## config.mk

```make
export PLATFORM = sky130hd
export DESIGN_NAME = per_marker_pose_kalman_smoother_top
export DESIGN_NICKNAME = d
export VERILOG_FILES = /design/src/hdl/pmpks_pkg.sv /design/src/hdl/per_marker_pose_kalman_smoother_top.sv
export VERILOG_INCLUDE_DIRS = /design/src /design/src/hdl
export SDC_FILE = /design/constraint.sdc
export NUM_CORES = 2
export LEC_CHECK = 0
export ABC_CLOCK_PERIOD_IN_PS = 17700
export BUFFER_PORTS_ARGS = -buffer_cell sky130_fd_sc_hd__buf_2
export CAP_MARGIN = 20
export CORE_MARGIN = 4
export CORE_UTILIZATION = 30
export CTS_BUF_LIST = sky130_fd_sc_hd__clkbuf_16
export DETAILED_ROUTE_END_ITERATION = 8
export GPL_TIMING_DRIVEN = 0
export SYNTH_ARGS = -nofsm -noshare
export SYNTH_HDL_FRONTEND = slang
export SYNTH_SLANG_ARGS = --single-unit
```

## constraint.sdc

```tcl
create_clock -name clk_i -period 17.7 [get_ports clk_i]
set_clock_uncertainty 0.1 [all_clocks]
set_input_delay 0 -clock clk_i [delete_from_list [all_inputs] [get_ports clk_i]]
set_output_delay 0 -clock clk_i [all_outputs]
set_load 0.01 [all_outputs]
```

## src/hdl/per_marker_pose_kalman_smoother_top_defines.svh

```systemverilog
// Assertion macros for the marker pose smoother.
// Included by the modules that carry concurrent checks; no other dependency.
`ifndef PER_MARKER_POSE_KALMAN_SMOOTHER_TOP_DEFINES_SVH
`define PER_MARKER_POSE_KALMAN_SMOOTHER_TOP_DEFINES_SVH

// Generic clocked check, disabled while reset is asserted.
`define PMPKS_ASSERT(lbl, clk, rstn, prop) \
  lbl: assert property (@(posedge clk) disable iff (!rstn) (prop)) \
    else $error("%m: check failed");

// Check on the block clock and reset.
`define PMPKS_ASSERT_BLK(lbl, prop) \
  `PMPKS_ASSERT(lbl, clk_i, rst_ni, prop)

`endif

```

## src/hdl/pmpks_pkg.sv

```systemverilog
// Shared types and constants of the marker pose smoother.
// No dependencies; used by the top level by scoped names.
package pmpks_pkg;

  localparam int unsigned NumSlotsDefault = 4;
  localparam int unsigned IdRegs          = 4;

  localparam logic [23:0] ProcessNoiseReset     = 24'd19661;
  localparam logic [23:0] MeasurementNoiseReset = 24'd196608;
  localparam logic [15:0] KnownIdReset [IdRegs] = '{16'd54, 16'd55, 16'd53, 16'd57};

  localparam logic [31:0] VarOne  = 32'd65536;
  localparam logic [16:0] GainOne = 17'd65536;
  localparam logic [15:0] QuatOne = 16'd16384;

  // configuration register indexes
  localparam logic [2:0] CfgProcessNoise     = 3'd0;
  localparam logic [2:0] CfgMeasurementNoise = 3'd1;
  localparam logic [2:0] CfgKnownId0         = 3'd2;
  localparam logic [2:0] CfgKnownId1         = 3'd3;
  localparam logic [2:0] CfgKnownId2         = 3'd4;
  localparam logic [2:0] CfgKnownId3         = 3'd5;

  typedef struct packed {
    logic        [15:0] meas_tag;
    logic signed [31:0] meas_pos_x;
    logic signed [31:0] meas_pos_y;
    logic signed [31:0] meas_pos_z;
    logic signed [15:0] meas_quat_x;
    logic signed [15:0] meas_quat_y;
    logic signed [15:0] meas_quat_z;
    logic signed [15:0] meas_quat_w;
  } in_item_t;

  typedef struct packed {
    logic        [15:0] filt_tag;
    logic signed [31:0] filt_pos_x;
    logic signed [31:0] filt_pos_y;
    logic signed [31:0] filt_pos_z;
    logic signed [15:0] filt_quat_x;
    logic signed [15:0] filt_quat_y;
    logic signed [15:0] filt_quat_z;
    logic signed [15:0] filt_quat_w;
  } out_item_t;

endpackage

```

## src/hdl/per_marker_pose_kalman_smoother_top.sv

```systemverilog
// Marker pose smoother: per-slot scalar Kalman filter on position and quaternion.
// Depends on pmpks_pkg and per_marker_pose_kalman_smoother_top_defines.svh.
//
//  channel | dir | handshake           | payload
//  --------+-----+---------------------+--------------------------------
//  in      | in  | in_valid_i/stall_o  | pmpks_pkg::in_item_t
//  out     | out | out_valid_o/stall_i | pmpks_pkg::out_item_t
//  cfg     | in  | cfg_valid_i/ready_o | cfg_index_i (3b), cfg_data_i (24b)
//
// A known id runs the gain division on the shared restoring divider, then two
// quaternion normalizations (a square root and four divisions on the same
// divider each); a zero-length quaternion skips the normalization. An unknown
// id is dropped in the transfer cycle.
// Reset clears slot use flags and control and loads the config defaults; slot data needs no clearing.
// in_stall_o is high while an item is in work; a stalled result holds it in
// its last state until the output register is free.
`include "per_marker_pose_kalman_smoother_top_defines.svh"

module per_marker_pose_kalman_smoother_top #(
  parameter int unsigned NUM_SLOTS = pmpks_pkg::NumSlotsDefault
) (
  input  logic                 clk_i,
  input  logic                 rst_ni,
  input  logic                 in_valid_i,
  output logic                 in_stall_o,
  input  pmpks_pkg::in_item_t  in_item_i,
  output logic                 out_valid_o,
  input  logic                 out_stall_i,
  output pmpks_pkg::out_item_t out_item_o,
  input  logic                 cfg_valid_i,
  output logic                 cfg_ready_o,
  input  logic [2:0]           cfg_index_i,
  input  logic [23:0]          cfg_data_i
);

  localparam int unsigned SlotW = (NUM_SLOTS > 1) ? $clog2(NUM_SLOTS) : 1;

  typedef enum logic [4:0] {
    S_IDLE, S_LOAD, S_DIVK, S_POS_M, S_POS_A, S_SQ_M, S_SQ_A, S_SQRT,
    S_QINIT, S_QDIV, S_QFIN, S_QUPD_M, S_QUPD_A, S_VAR_M, S_VAR_A, S_WB, S_DONE
  } state_e;

  state_e state_q;

  logic [23:0] q_noise_q, r_noise_q;
  logic [15:0] known_id_q [pmpks_pkg::IdRegs];

  logic [NUM_SLOTS-1:0]  used_q;
  logic signed [31:0]    pos_mem_q [NUM_SLOTS][3];
  logic signed [15:0]    ori_mem_q [NUM_SLOTS][4];
  logic [31:0]           var_mem_q [NUM_SLOTS];

  logic [SlotW-1:0]      slot_q;
  logic [15:0]           id_q;
  logic signed [31:0]    z_q [3];
  logic signed [31:0]    x_q [3];
  logic signed [15:0]    xq_q [4];
  logic signed [15:0]    vec_q [4];
  logic [31:0]           pp_q, var_new_q;
  logic [16:0]           k_q;
  logic [32:0]           sum_q;
  logic [1:0]            idx_q;
  logic                  pass_q;

  logic [32:0] div_rem_q, div_den_q;
  logic [16:0] div_low_q, div_quo_q;
  logic [4:0]  div_cnt_q;

  logic [60:0] sq_n_q, sq_res_q, sq_bit_q;

  logic signed [51:0] prod_q;
  logic                 out_valid_q;
  pmpks_pkg::out_item_t out_q;

  // ---------------- id match ----------------
  logic             hit;
  logic [SlotW-1:0] hit_slot;
  always_comb begin
    hit      = 1'b0;
    hit_slot = '0;
    for (int j = pmpks_pkg::IdRegs - 1; j >= 0; j--) begin
      if (j < NUM_SLOTS && known_id_q[j] == in_item_i.meas_tag) begin
        hit      = 1'b1;
        hit_slot = SlotW'(j);
      end
    end
  end

  logic in_xfer;
  assign in_stall_o  = (state_q != S_IDLE);
  assign in_xfer     = in_valid_i && !in_stall_o;
  assign cfg_ready_o = 1'b1;
  assign out_valid_o = out_valid_q;
  assign out_item_o  = out_q;

  // ---------------- load values ----------------
  logic [31:0] p_sel, pp_sat;
  logic [32:0] p_sum, den;
  always_comb begin
    p_sel  = used_q[slot_q] ? var_mem_q[slot_q] : pmpks_pkg::VarOne;
    p_sum  = {1'b0, p_sel} + {9'b0, q_noise_q};
    pp_sat = p_sum[32] ? 32'hFFFF_FFFF : p_sum[31:0];
    den    = {1'b0, pp_sat} + {9'b0, r_noise_q};
  end

  // ---------------- shared multiplier ----------------
  logic signed [33:0] mul_a;
  logic signed [17:0] mul_b;
  logic signed [51:0] prod_d;
  logic signed [32:0] pos_diff;
  logic signed [16:0] quat_diff;
  always_comb begin
    pos_diff  = 33'(z_q[idx_q]) - 33'(x_q[idx_q]);
    quat_diff = 17'(vec_q[idx_q]) - 17'(xq_q[idx_q]);
    case (state_q)
      S_POS_M:  begin mul_a = 34'(pos_diff);     mul_b = $signed({1'b0, k_q}); end
      S_SQ_M:   begin mul_a = 34'(vec_q[idx_q]); mul_b = 18'(vec_q[idx_q]);   end
      S_QUPD_M: begin mul_a = 34'(quat_diff);    mul_b = $signed({1'b0, k_q}); end
      S_VAR_M:  begin
        mul_a = $signed({2'b0, pp_q});
        mul_b = $signed({1'b0, pmpks_pkg::GainOne - k_q});
      end
      default:  begin mul_a = '0; mul_b = '0; end
    endcase
    prod_d = mul_a * mul_b;
  end

  logic signed [51:0] rnd;
  assign rnd = (prod_q + 52'sd32768) >>> 16;

  // ---------------- divider step ----------------
  logic [33:0] div_t;
  logic        div_ge;
  logic [32:0] div_rem_n;
  logic [16:0] div_quo_n;
  always_comb begin
    div_t     = {div_rem_q, div_low_q[16]};
    div_ge    = div_t >= {1'b0, div_den_q};
    div_rem_n = div_ge ? 33'(div_t - {1'b0, div_den_q}) : div_t[32:0];
    div_quo_n = {div_quo_q[15:0], div_ge};
  end

  // ---------------- square root step ----------------
  logic [60:0] sq_t;
  logic        sq_ge;
  assign sq_t  = sq_res_q + sq_bit_q;
  assign sq_ge = sq_n_q >= sq_t;

  // ---------------- normalize helpers ----------------
  logic [32:0] sum_d;
  logic [15:0] q_mag;
  logic [43:0] q_num;
  logic [15:0] q_res;
  assign sum_d = sum_q + {2'b0, prod_q[30:0]};
  assign q_mag = vec_q[idx_q][15] ? 16'(-vec_q[idx_q]) : vec_q[idx_q];
  assign q_num = {q_mag, 28'b0} + {14'b0, sq_res_q[30:1]};
  assign q_res = (div_quo_q[15:0] > pmpks_pkg::QuatOne) ? pmpks_pkg::QuatOne
                                                        : div_quo_q[15:0];

  always_ff @(posedge clk_i or negedge rst_ni) begin
    if (!rst_ni) begin
      state_q     <= S_IDLE;
      used_q      <= '0;
      out_valid_q <= 1'b0;
      q_noise_q   <= pmpks_pkg::ProcessNoiseReset;
      r_noise_q   <= pmpks_pkg::MeasurementNoiseReset;
      for (int j = 0; j < pmpks_pkg::IdRegs; j++) begin
        known_id_q[j] <= pmpks_pkg::KnownIdReset[j];
      end
      idx_q  <= '0;
      pass_q <= 1'b0;
    end else begin
      prod_q <= prod_d;

      if (cfg_valid_i && cfg_ready_o) begin
        case (cfg_index_i)
          pmpks_pkg::CfgProcessNoise:     q_noise_q     <= cfg_data_i;
          pmpks_pkg::CfgMeasurementNoise: r_noise_q     <= cfg_data_i;
          pmpks_pkg::CfgKnownId0:         known_id_q[0] <= cfg_data_i[15:0];
          pmpks_pkg::CfgKnownId1:         known_id_q[1] <= cfg_data_i[15:0];
          pmpks_pkg::CfgKnownId2:         known_id_q[2] <= cfg_data_i[15:0];
          pmpks_pkg::CfgKnownId3:         known_id_q[3] <= cfg_data_i[15:0];
          default: ;
        endcase
      end

      // load a new result, or drop the flag once the result transfers
      if (state_q == S_DONE && (!out_valid_q || !out_stall_i)) begin
        out_valid_q <= 1'b1;
      end else if (out_valid_q && !out_stall_i) begin
        out_valid_q <= 1'b0;
      end

      case (state_q)
        S_IDLE: begin
          if (in_xfer && hit) begin
            slot_q   <= hit_slot;
            id_q     <= in_item_i.meas_tag;
            z_q[0]   <= in_item_i.meas_pos_x;
            z_q[1]   <= in_item_i.meas_pos_y;
            z_q[2]   <= in_item_i.meas_pos_z;
            vec_q[0] <= in_item_i.meas_quat_x;
            vec_q[1] <= in_item_i.meas_quat_y;
            vec_q[2] <= in_item_i.meas_quat_z;
            vec_q[3] <= in_item_i.meas_quat_w;
            state_q  <= S_LOAD;
          end
        end
        S_LOAD: begin
          for (int i = 0; i < 3; i++) begin
            x_q[i] <= used_q[slot_q] ? pos_mem_q[slot_q][i] : 32'sd0;
          end
          for (int i = 0; i < 4; i++) begin
            xq_q[i] <= used_q[slot_q] ? ori_mem_q[slot_q][i] : 16'sd0;
          end
          used_q[slot_q] <= 1'b1;
          pp_q  <= pp_sat;
          idx_q <= '0;
          if (den == '0) begin
            k_q     <= '0;
            state_q <= S_POS_M;
          end else begin
            div_rem_q <= {2'b0, pp_sat[31:1]};
            div_low_q <= {pp_sat[0], 16'b0};
            div_den_q <= den;
            div_quo_q <= '0;
            div_cnt_q <= 5'd17;
            state_q   <= S_DIVK;
          end
        end
        S_DIVK, S_QDIV: begin
          div_rem_q <= div_rem_n;
          div_low_q <= {div_low_q[15:0], 1'b0};
          div_quo_q <= div_quo_n;
          div_cnt_q <= div_cnt_q - 5'd1;
          if (div_cnt_q == 5'd1) begin
            if (state_q == S_DIVK) begin
              k_q     <= div_quo_n;
              state_q <= S_POS_M;
            end else begin
              state_q <= S_QFIN;
            end
          end
        end
        S_POS_M: state_q <= S_POS_A;
        S_POS_A: begin
          x_q[idx_q] <= x_q[idx_q] + rnd[31:0];
          if (idx_q == 2'd2) begin
            idx_q   <= '0;
            sum_q   <= '0;
            pass_q  <= 1'b0;
            state_q <= S_SQ_M;
          end else begin
            idx_q   <= idx_q + 2'd1;
            state_q <= S_POS_M;
          end
        end
        S_SQ_M: state_q <= S_SQ_A;
        S_SQ_A: begin
          sum_q <= sum_d;
          if (idx_q == 2'd3) begin
            idx_q <= '0;
            if (sum_d == '0) begin
              // zero-length quaternion: leave it as it is
              state_q <= pass_q ? S_VAR_M : S_QUPD_M;
            end else begin
              sq_n_q   <= {sum_d, 28'b0};
              sq_res_q <= '0;
              sq_bit_q <= 61'd1 << 60;
              state_q  <= S_SQRT;
            end
          end else begin
            idx_q   <= idx_q + 2'd1;
            state_q <= S_SQ_M;
          end
        end
        S_SQRT: begin
          if (sq_ge) begin
            sq_n_q   <= sq_n_q - sq_t;
            sq_res_q <= (sq_res_q >> 1) + sq_bit_q;
          end else begin
            sq_res_q <= sq_res_q >> 1;
          end
          sq_bit_q <= sq_bit_q >> 2;
          if (sq_bit_q[0]) begin
            state_q <= S_QINIT;
          end
        end
        S_QINIT: begin
          div_rem_q <= {5'b0, q_num[43:16]};
          div_low_q <= {q_num[15:0], 1'b0};
          div_den_q <= {2'b0, sq_res_q[30:0]};
          div_quo_q <= '0;
          div_cnt_q <= 5'd16;
          state_q   <= S_QDIV;
        end
        S_QFIN: begin
          vec_q[idx_q] <= vec_q[idx_q][15] ? -$signed(q_res) : $signed(q_res);
          if (idx_q == 2'd3) begin
            idx_q   <= '0;
            state_q <= pass_q ? S_VAR_M : S_QUPD_M;
          end else begin
            idx_q   <= idx_q + 2'd1;
            state_q <= S_QINIT;
          end
        end
        S_QUPD_M: state_q <= S_QUPD_A;
        S_QUPD_A: begin
          vec_q[idx_q] <= xq_q[idx_q] + rnd[15:0];
          if (idx_q == 2'd3) begin
            idx_q   <= '0;
            sum_q   <= '0;
            pass_q  <= 1'b1;
            state_q <= S_SQ_M;
          end else begin
            idx_q   <= idx_q + 2'd1;
            state_q <= S_QUPD_M;
          end
        end
        S_VAR_M: state_q <= S_VAR_A;
        S_VAR_A: begin
          var_new_q <= rnd[31:0];
          state_q   <= S_WB;
        end
        S_WB: begin
          for (int i = 0; i < 3; i++) begin
            pos_mem_q[slot_q][i] <= x_q[i];
          end
          for (int i = 0; i < 4; i++) begin
            ori_mem_q[slot_q][i] <= vec_q[i];
          end
          var_mem_q[slot_q] <= var_new_q;
          state_q <= S_DONE;
        end
        S_DONE: begin
          // hold until the output register is free
          if (!out_valid_q || !out_stall_i) begin
            out_q.filt_tag    <= id_q;
            out_q.filt_pos_x  <= x_q[0];
            out_q.filt_pos_y  <= x_q[1];
            out_q.filt_pos_z  <= x_q[2];
            out_q.filt_quat_x <= vec_q[0];
            out_q.filt_quat_y <= vec_q[1];
            out_q.filt_quat_z <= vec_q[2];
            out_q.filt_quat_w <= vec_q[3];
            state_q           <= S_IDLE;
          end
        end
        default: state_q <= S_IDLE;
      endcase
    end
  end

  `PMPKS_ASSERT_BLK(a_used_sticky, (used_q & $past(used_q)) == $past(used_q))
  `PMPKS_ASSERT_BLK(a_gain_range, (state_q == S_POS_M) |-> (k_q <= pmpks_pkg::GainOne))
  `PMPKS_ASSERT_BLK(a_out_from_done, $rose(out_valid_q) |-> ($past(state_q) == S_DONE))
  `PMPKS_ASSERT_BLK(a_quat_bound, out_valid_q |-> (out_q.filt_quat_w <= 16'sd16384 && out_q.filt_quat_w >= -16'sd16384))

endmodule

```

==> results.md <==
* Routed vias at 79.0k
* Critical-path top delay cell: a2111oi_2
* Number of synthesized flops with an enable pin at around 1.7k
* Layout cells sized above 1 at 13.5%
* Area of the core at 366000 um^2
* Most common library cell in the layout ignoring fill and taps: edfxtp_1
* CP dominant cell by count: fa_1
* Std cell rows at 222
* Detail Route Antenna Nets at 0
* Min-Delay Path Class: in -> reg
* Hpwl dp at 288 mm
* Synth Register Bits at between 1.5k and 2k
* DRT Pass-1 Iters at 6
* Most frequent cells in the layout: 1732 x edfxtp_1, 936 x nand2_1, 828 x inv_1
* Status: finished, final reports clean
* Routability cong. at 0.985
* Largest net degree at the start of global routing at roughly 110
* CP max stage delay at 0.89 ns
* Clk sinks at 1857
* Overflow after GRT at 0
* Vias in the first global route at ~78k
* Clk slew on worst S/H paths at 0.06 ns
* DP Cell Count at 14.4k
* Clock Tree Root: clkbuf_16
* Avg WL per Cell at between 20 and 25 um
* Endpoint type of the worst setup path: flip-flop
* CP max FO at 10
* Initial Util at between 30% and 40%
* Async SR Flop Fraction at 6.73%
* Synthesized area per cell at around 12 um^2
* Final Cycle Share at 90.9%
* Layout area overhead at 19.3%
* Die area at 378000 um^2
* Top_reg_cell synth: edfxtp_1
* Endpoints failing hold at 0
* GRT Util Overall at approximately a fifth
* Die Ht at 615 um
* Clock Latency Late Sink at between 0.9 and 1 ns
* Synth warnings at 0
* RSZ-0062 raised after global routing: no
* Final setup fails at 0
* Via density at 5.21
* Critical path type: reg -> reg
* P per Cell Area at 157 nW/um^2
* Slew @ Worst Pin at around 1.4 ns
* Mapped Area at 110000 um^2
* Total power at 20600 uW
* Count of cell types in the netlist at 103
* # IOs at 387
* Postcts setup bufs at 0
* Total CTS buffers at 200
* Fin Hold WS at around 0.037 ns
* Mapped Cells at 9022
* Maximum clock path buffer count at 4
* Seq/Total Area, Yosys at 50.0%
* Setup TNS at 0 ns
* Worst rel slew slack at 6.98%
* CTS H-Tree Depth at 4
* Max VDD drop at 0.0000880 V
* CTS tree: built
* MaxCap Viol Count at 0
* Fin cells at 15.2k
* Port Buffers at around 380
* Nets at 11.4k
* Initial antenna violation count at 46
* Fmax at 62.1 MHz
* Worst endpoint required time at around 18 ns
* Final Critical Period at 16.09 ns
* Static leakage at about 0.051 uW
* # DRC at 0
* Die Wd at 615 um
* Post-Route WL at approximately 380 mm
* DR iter-0 viols at 8295
* Critical Path Source Type: flip-flop
* Final Max Slew Viols at 0
* Worst path arrival time at between 15 and 20 ns
* First-pass GRT wire length at 544 mm
-- cell type report --
class | instances | area, um^2
diodes | 10 | 25.0
inverters | 806 | 3030
repair buffers | 950 | 8240
plain buffers | 354 | 1370
clock inverters | 160 | 1610
clock buffers | 201 | 5030
multi-input cells | 6019 | 51100
flip-flops and latches | 1857 | 55200
fillers | 35500 | 234000
well taps | 4816 | 6030
-- cell usage after synthesis (all sizes together), types with 17 or more instances --
library cell     n  share of area [%]
clkbuf         285               0.97
mux4           255                5.2
nor3           105               0.49
a21boi          17               0.12
o211ai          52               0.35
a211oi          68               0.47
ha             461                5.2
a21oi          344                1.6
xor2           195                1.5
buf             69               0.27
a31o            20               0.16
or3             49               0.28
edfxtp        1732                 47
nand2b          70               0.40
a221o           24               0.22
and3            87               0.49
dfstp           27               0.64
or2             38               0.22
nor2b           69               0.39
o21ai          411                1.9
nand4           76               0.43
a31oi           86               0.49
nand3          191               0.87
mux2i           70               0.65
nor4            23               0.13
nor2           594                2.0
inv            804                2.7
and2           196                1.1
dfrtp           98                2.2
xnor2          306                2.4
a21o           149                1.0
o21a            67               0.46
a221oi          18               0.16
fa             556                 10
nand2          940                3.2
or4             23               0.16
o31ai           20               0.15
mux2           150                1.5
o21bai          55               0.37
-- sequential cells by signal, summed over array words and instances (netlist names), 61 cells and up --
signal	flops
pos_mem_q	384
ori_mem_q	256
out_item_o	176
var_mem_q	128
x_q	128
z_q	96
known_id_q	64
vec_q	64
xq_q	64
sq_n_q	61
sq_res_q	61
-- timing repair --
item	in CTS	in global routing
endpoints found under the hold margin	438	0
hold buffers	432	0
gates resized for setup	0	0
-- worst paths after layout --
kind | to | start | depth (start not counted) | slack (ns)
max in group asynchronous | known_id_q[30] | rst_ni | 4 | 16.15
min in group asynchronous | state_q[0] | rst_ni | 4 | 0.58
worst min register to register | out_item_o[168] | id_q[8] | 0 | 0.32
worst min-delay path | vec_q[3][13] | in_item_i[13] | 3 | 0.04
worst max register to register | prod_q[46] | idx_q[1] | 44 | 1.61
worst max-delay path | prod_q[46] | idx_q[1] | 44 | 1.61
-- stage by stage --
stage               util [%]  setup WS (ns)  area, um^2
global route            35.9           1.06      132000
detailed placement      32.9           1.67      120000
floorplan                  -           2.26      110000
finish                  36.0           1.61      132000
CTS                     35.9           1.65      131000
global placement        32.3         -12.95      118000
-- critical path: cells and delay by family, from the launching register on --
family,cells,cell delay [ns]
compound gates,15,4.91
buf+inv,11,4.58
xor+xnor,2,0.41
flops,1,0.39
fa+ha+maj,9,4.24
simple gates,7,1.16
-- power by group --
group / internal [uW] / total (uW) / switching [uW] / leakage [uW]
Combinational: 3580 / 10500 / 6900 / 0.0300
Clock: 2530 / 4320 / 1790 / 0.00337
Sequential: 5530 / 5820 / 293 / 0.0173
Total: 11600 / 20600 / 8980 / 0.0506
-- cell families after synthesis --
family	after synthesis	share of synthesized area, %
buffers and inverters	1160	3.98
muxes	475	7.38
xor gates and xnor gates	501	3.98
adders and majority gates	1017	15.3
DFF	1857	50.0
AOI/OAI and AO/OA	1494	8.75
and+or+nand+nor	2516	10.6
other	2	0.00680
-- per-layer routing --
metal	vias to the layer above	part of all wire [%]	GRT usage [%]
met4	16	4.0	6.68
met1	40000	41	25.8
met3	685	9.2	4.31
li1	34700	-	-
met2	3590	46	31.2
met5	-	0.050	0
No activity file was read; power rests on OpenSTA's default activity.
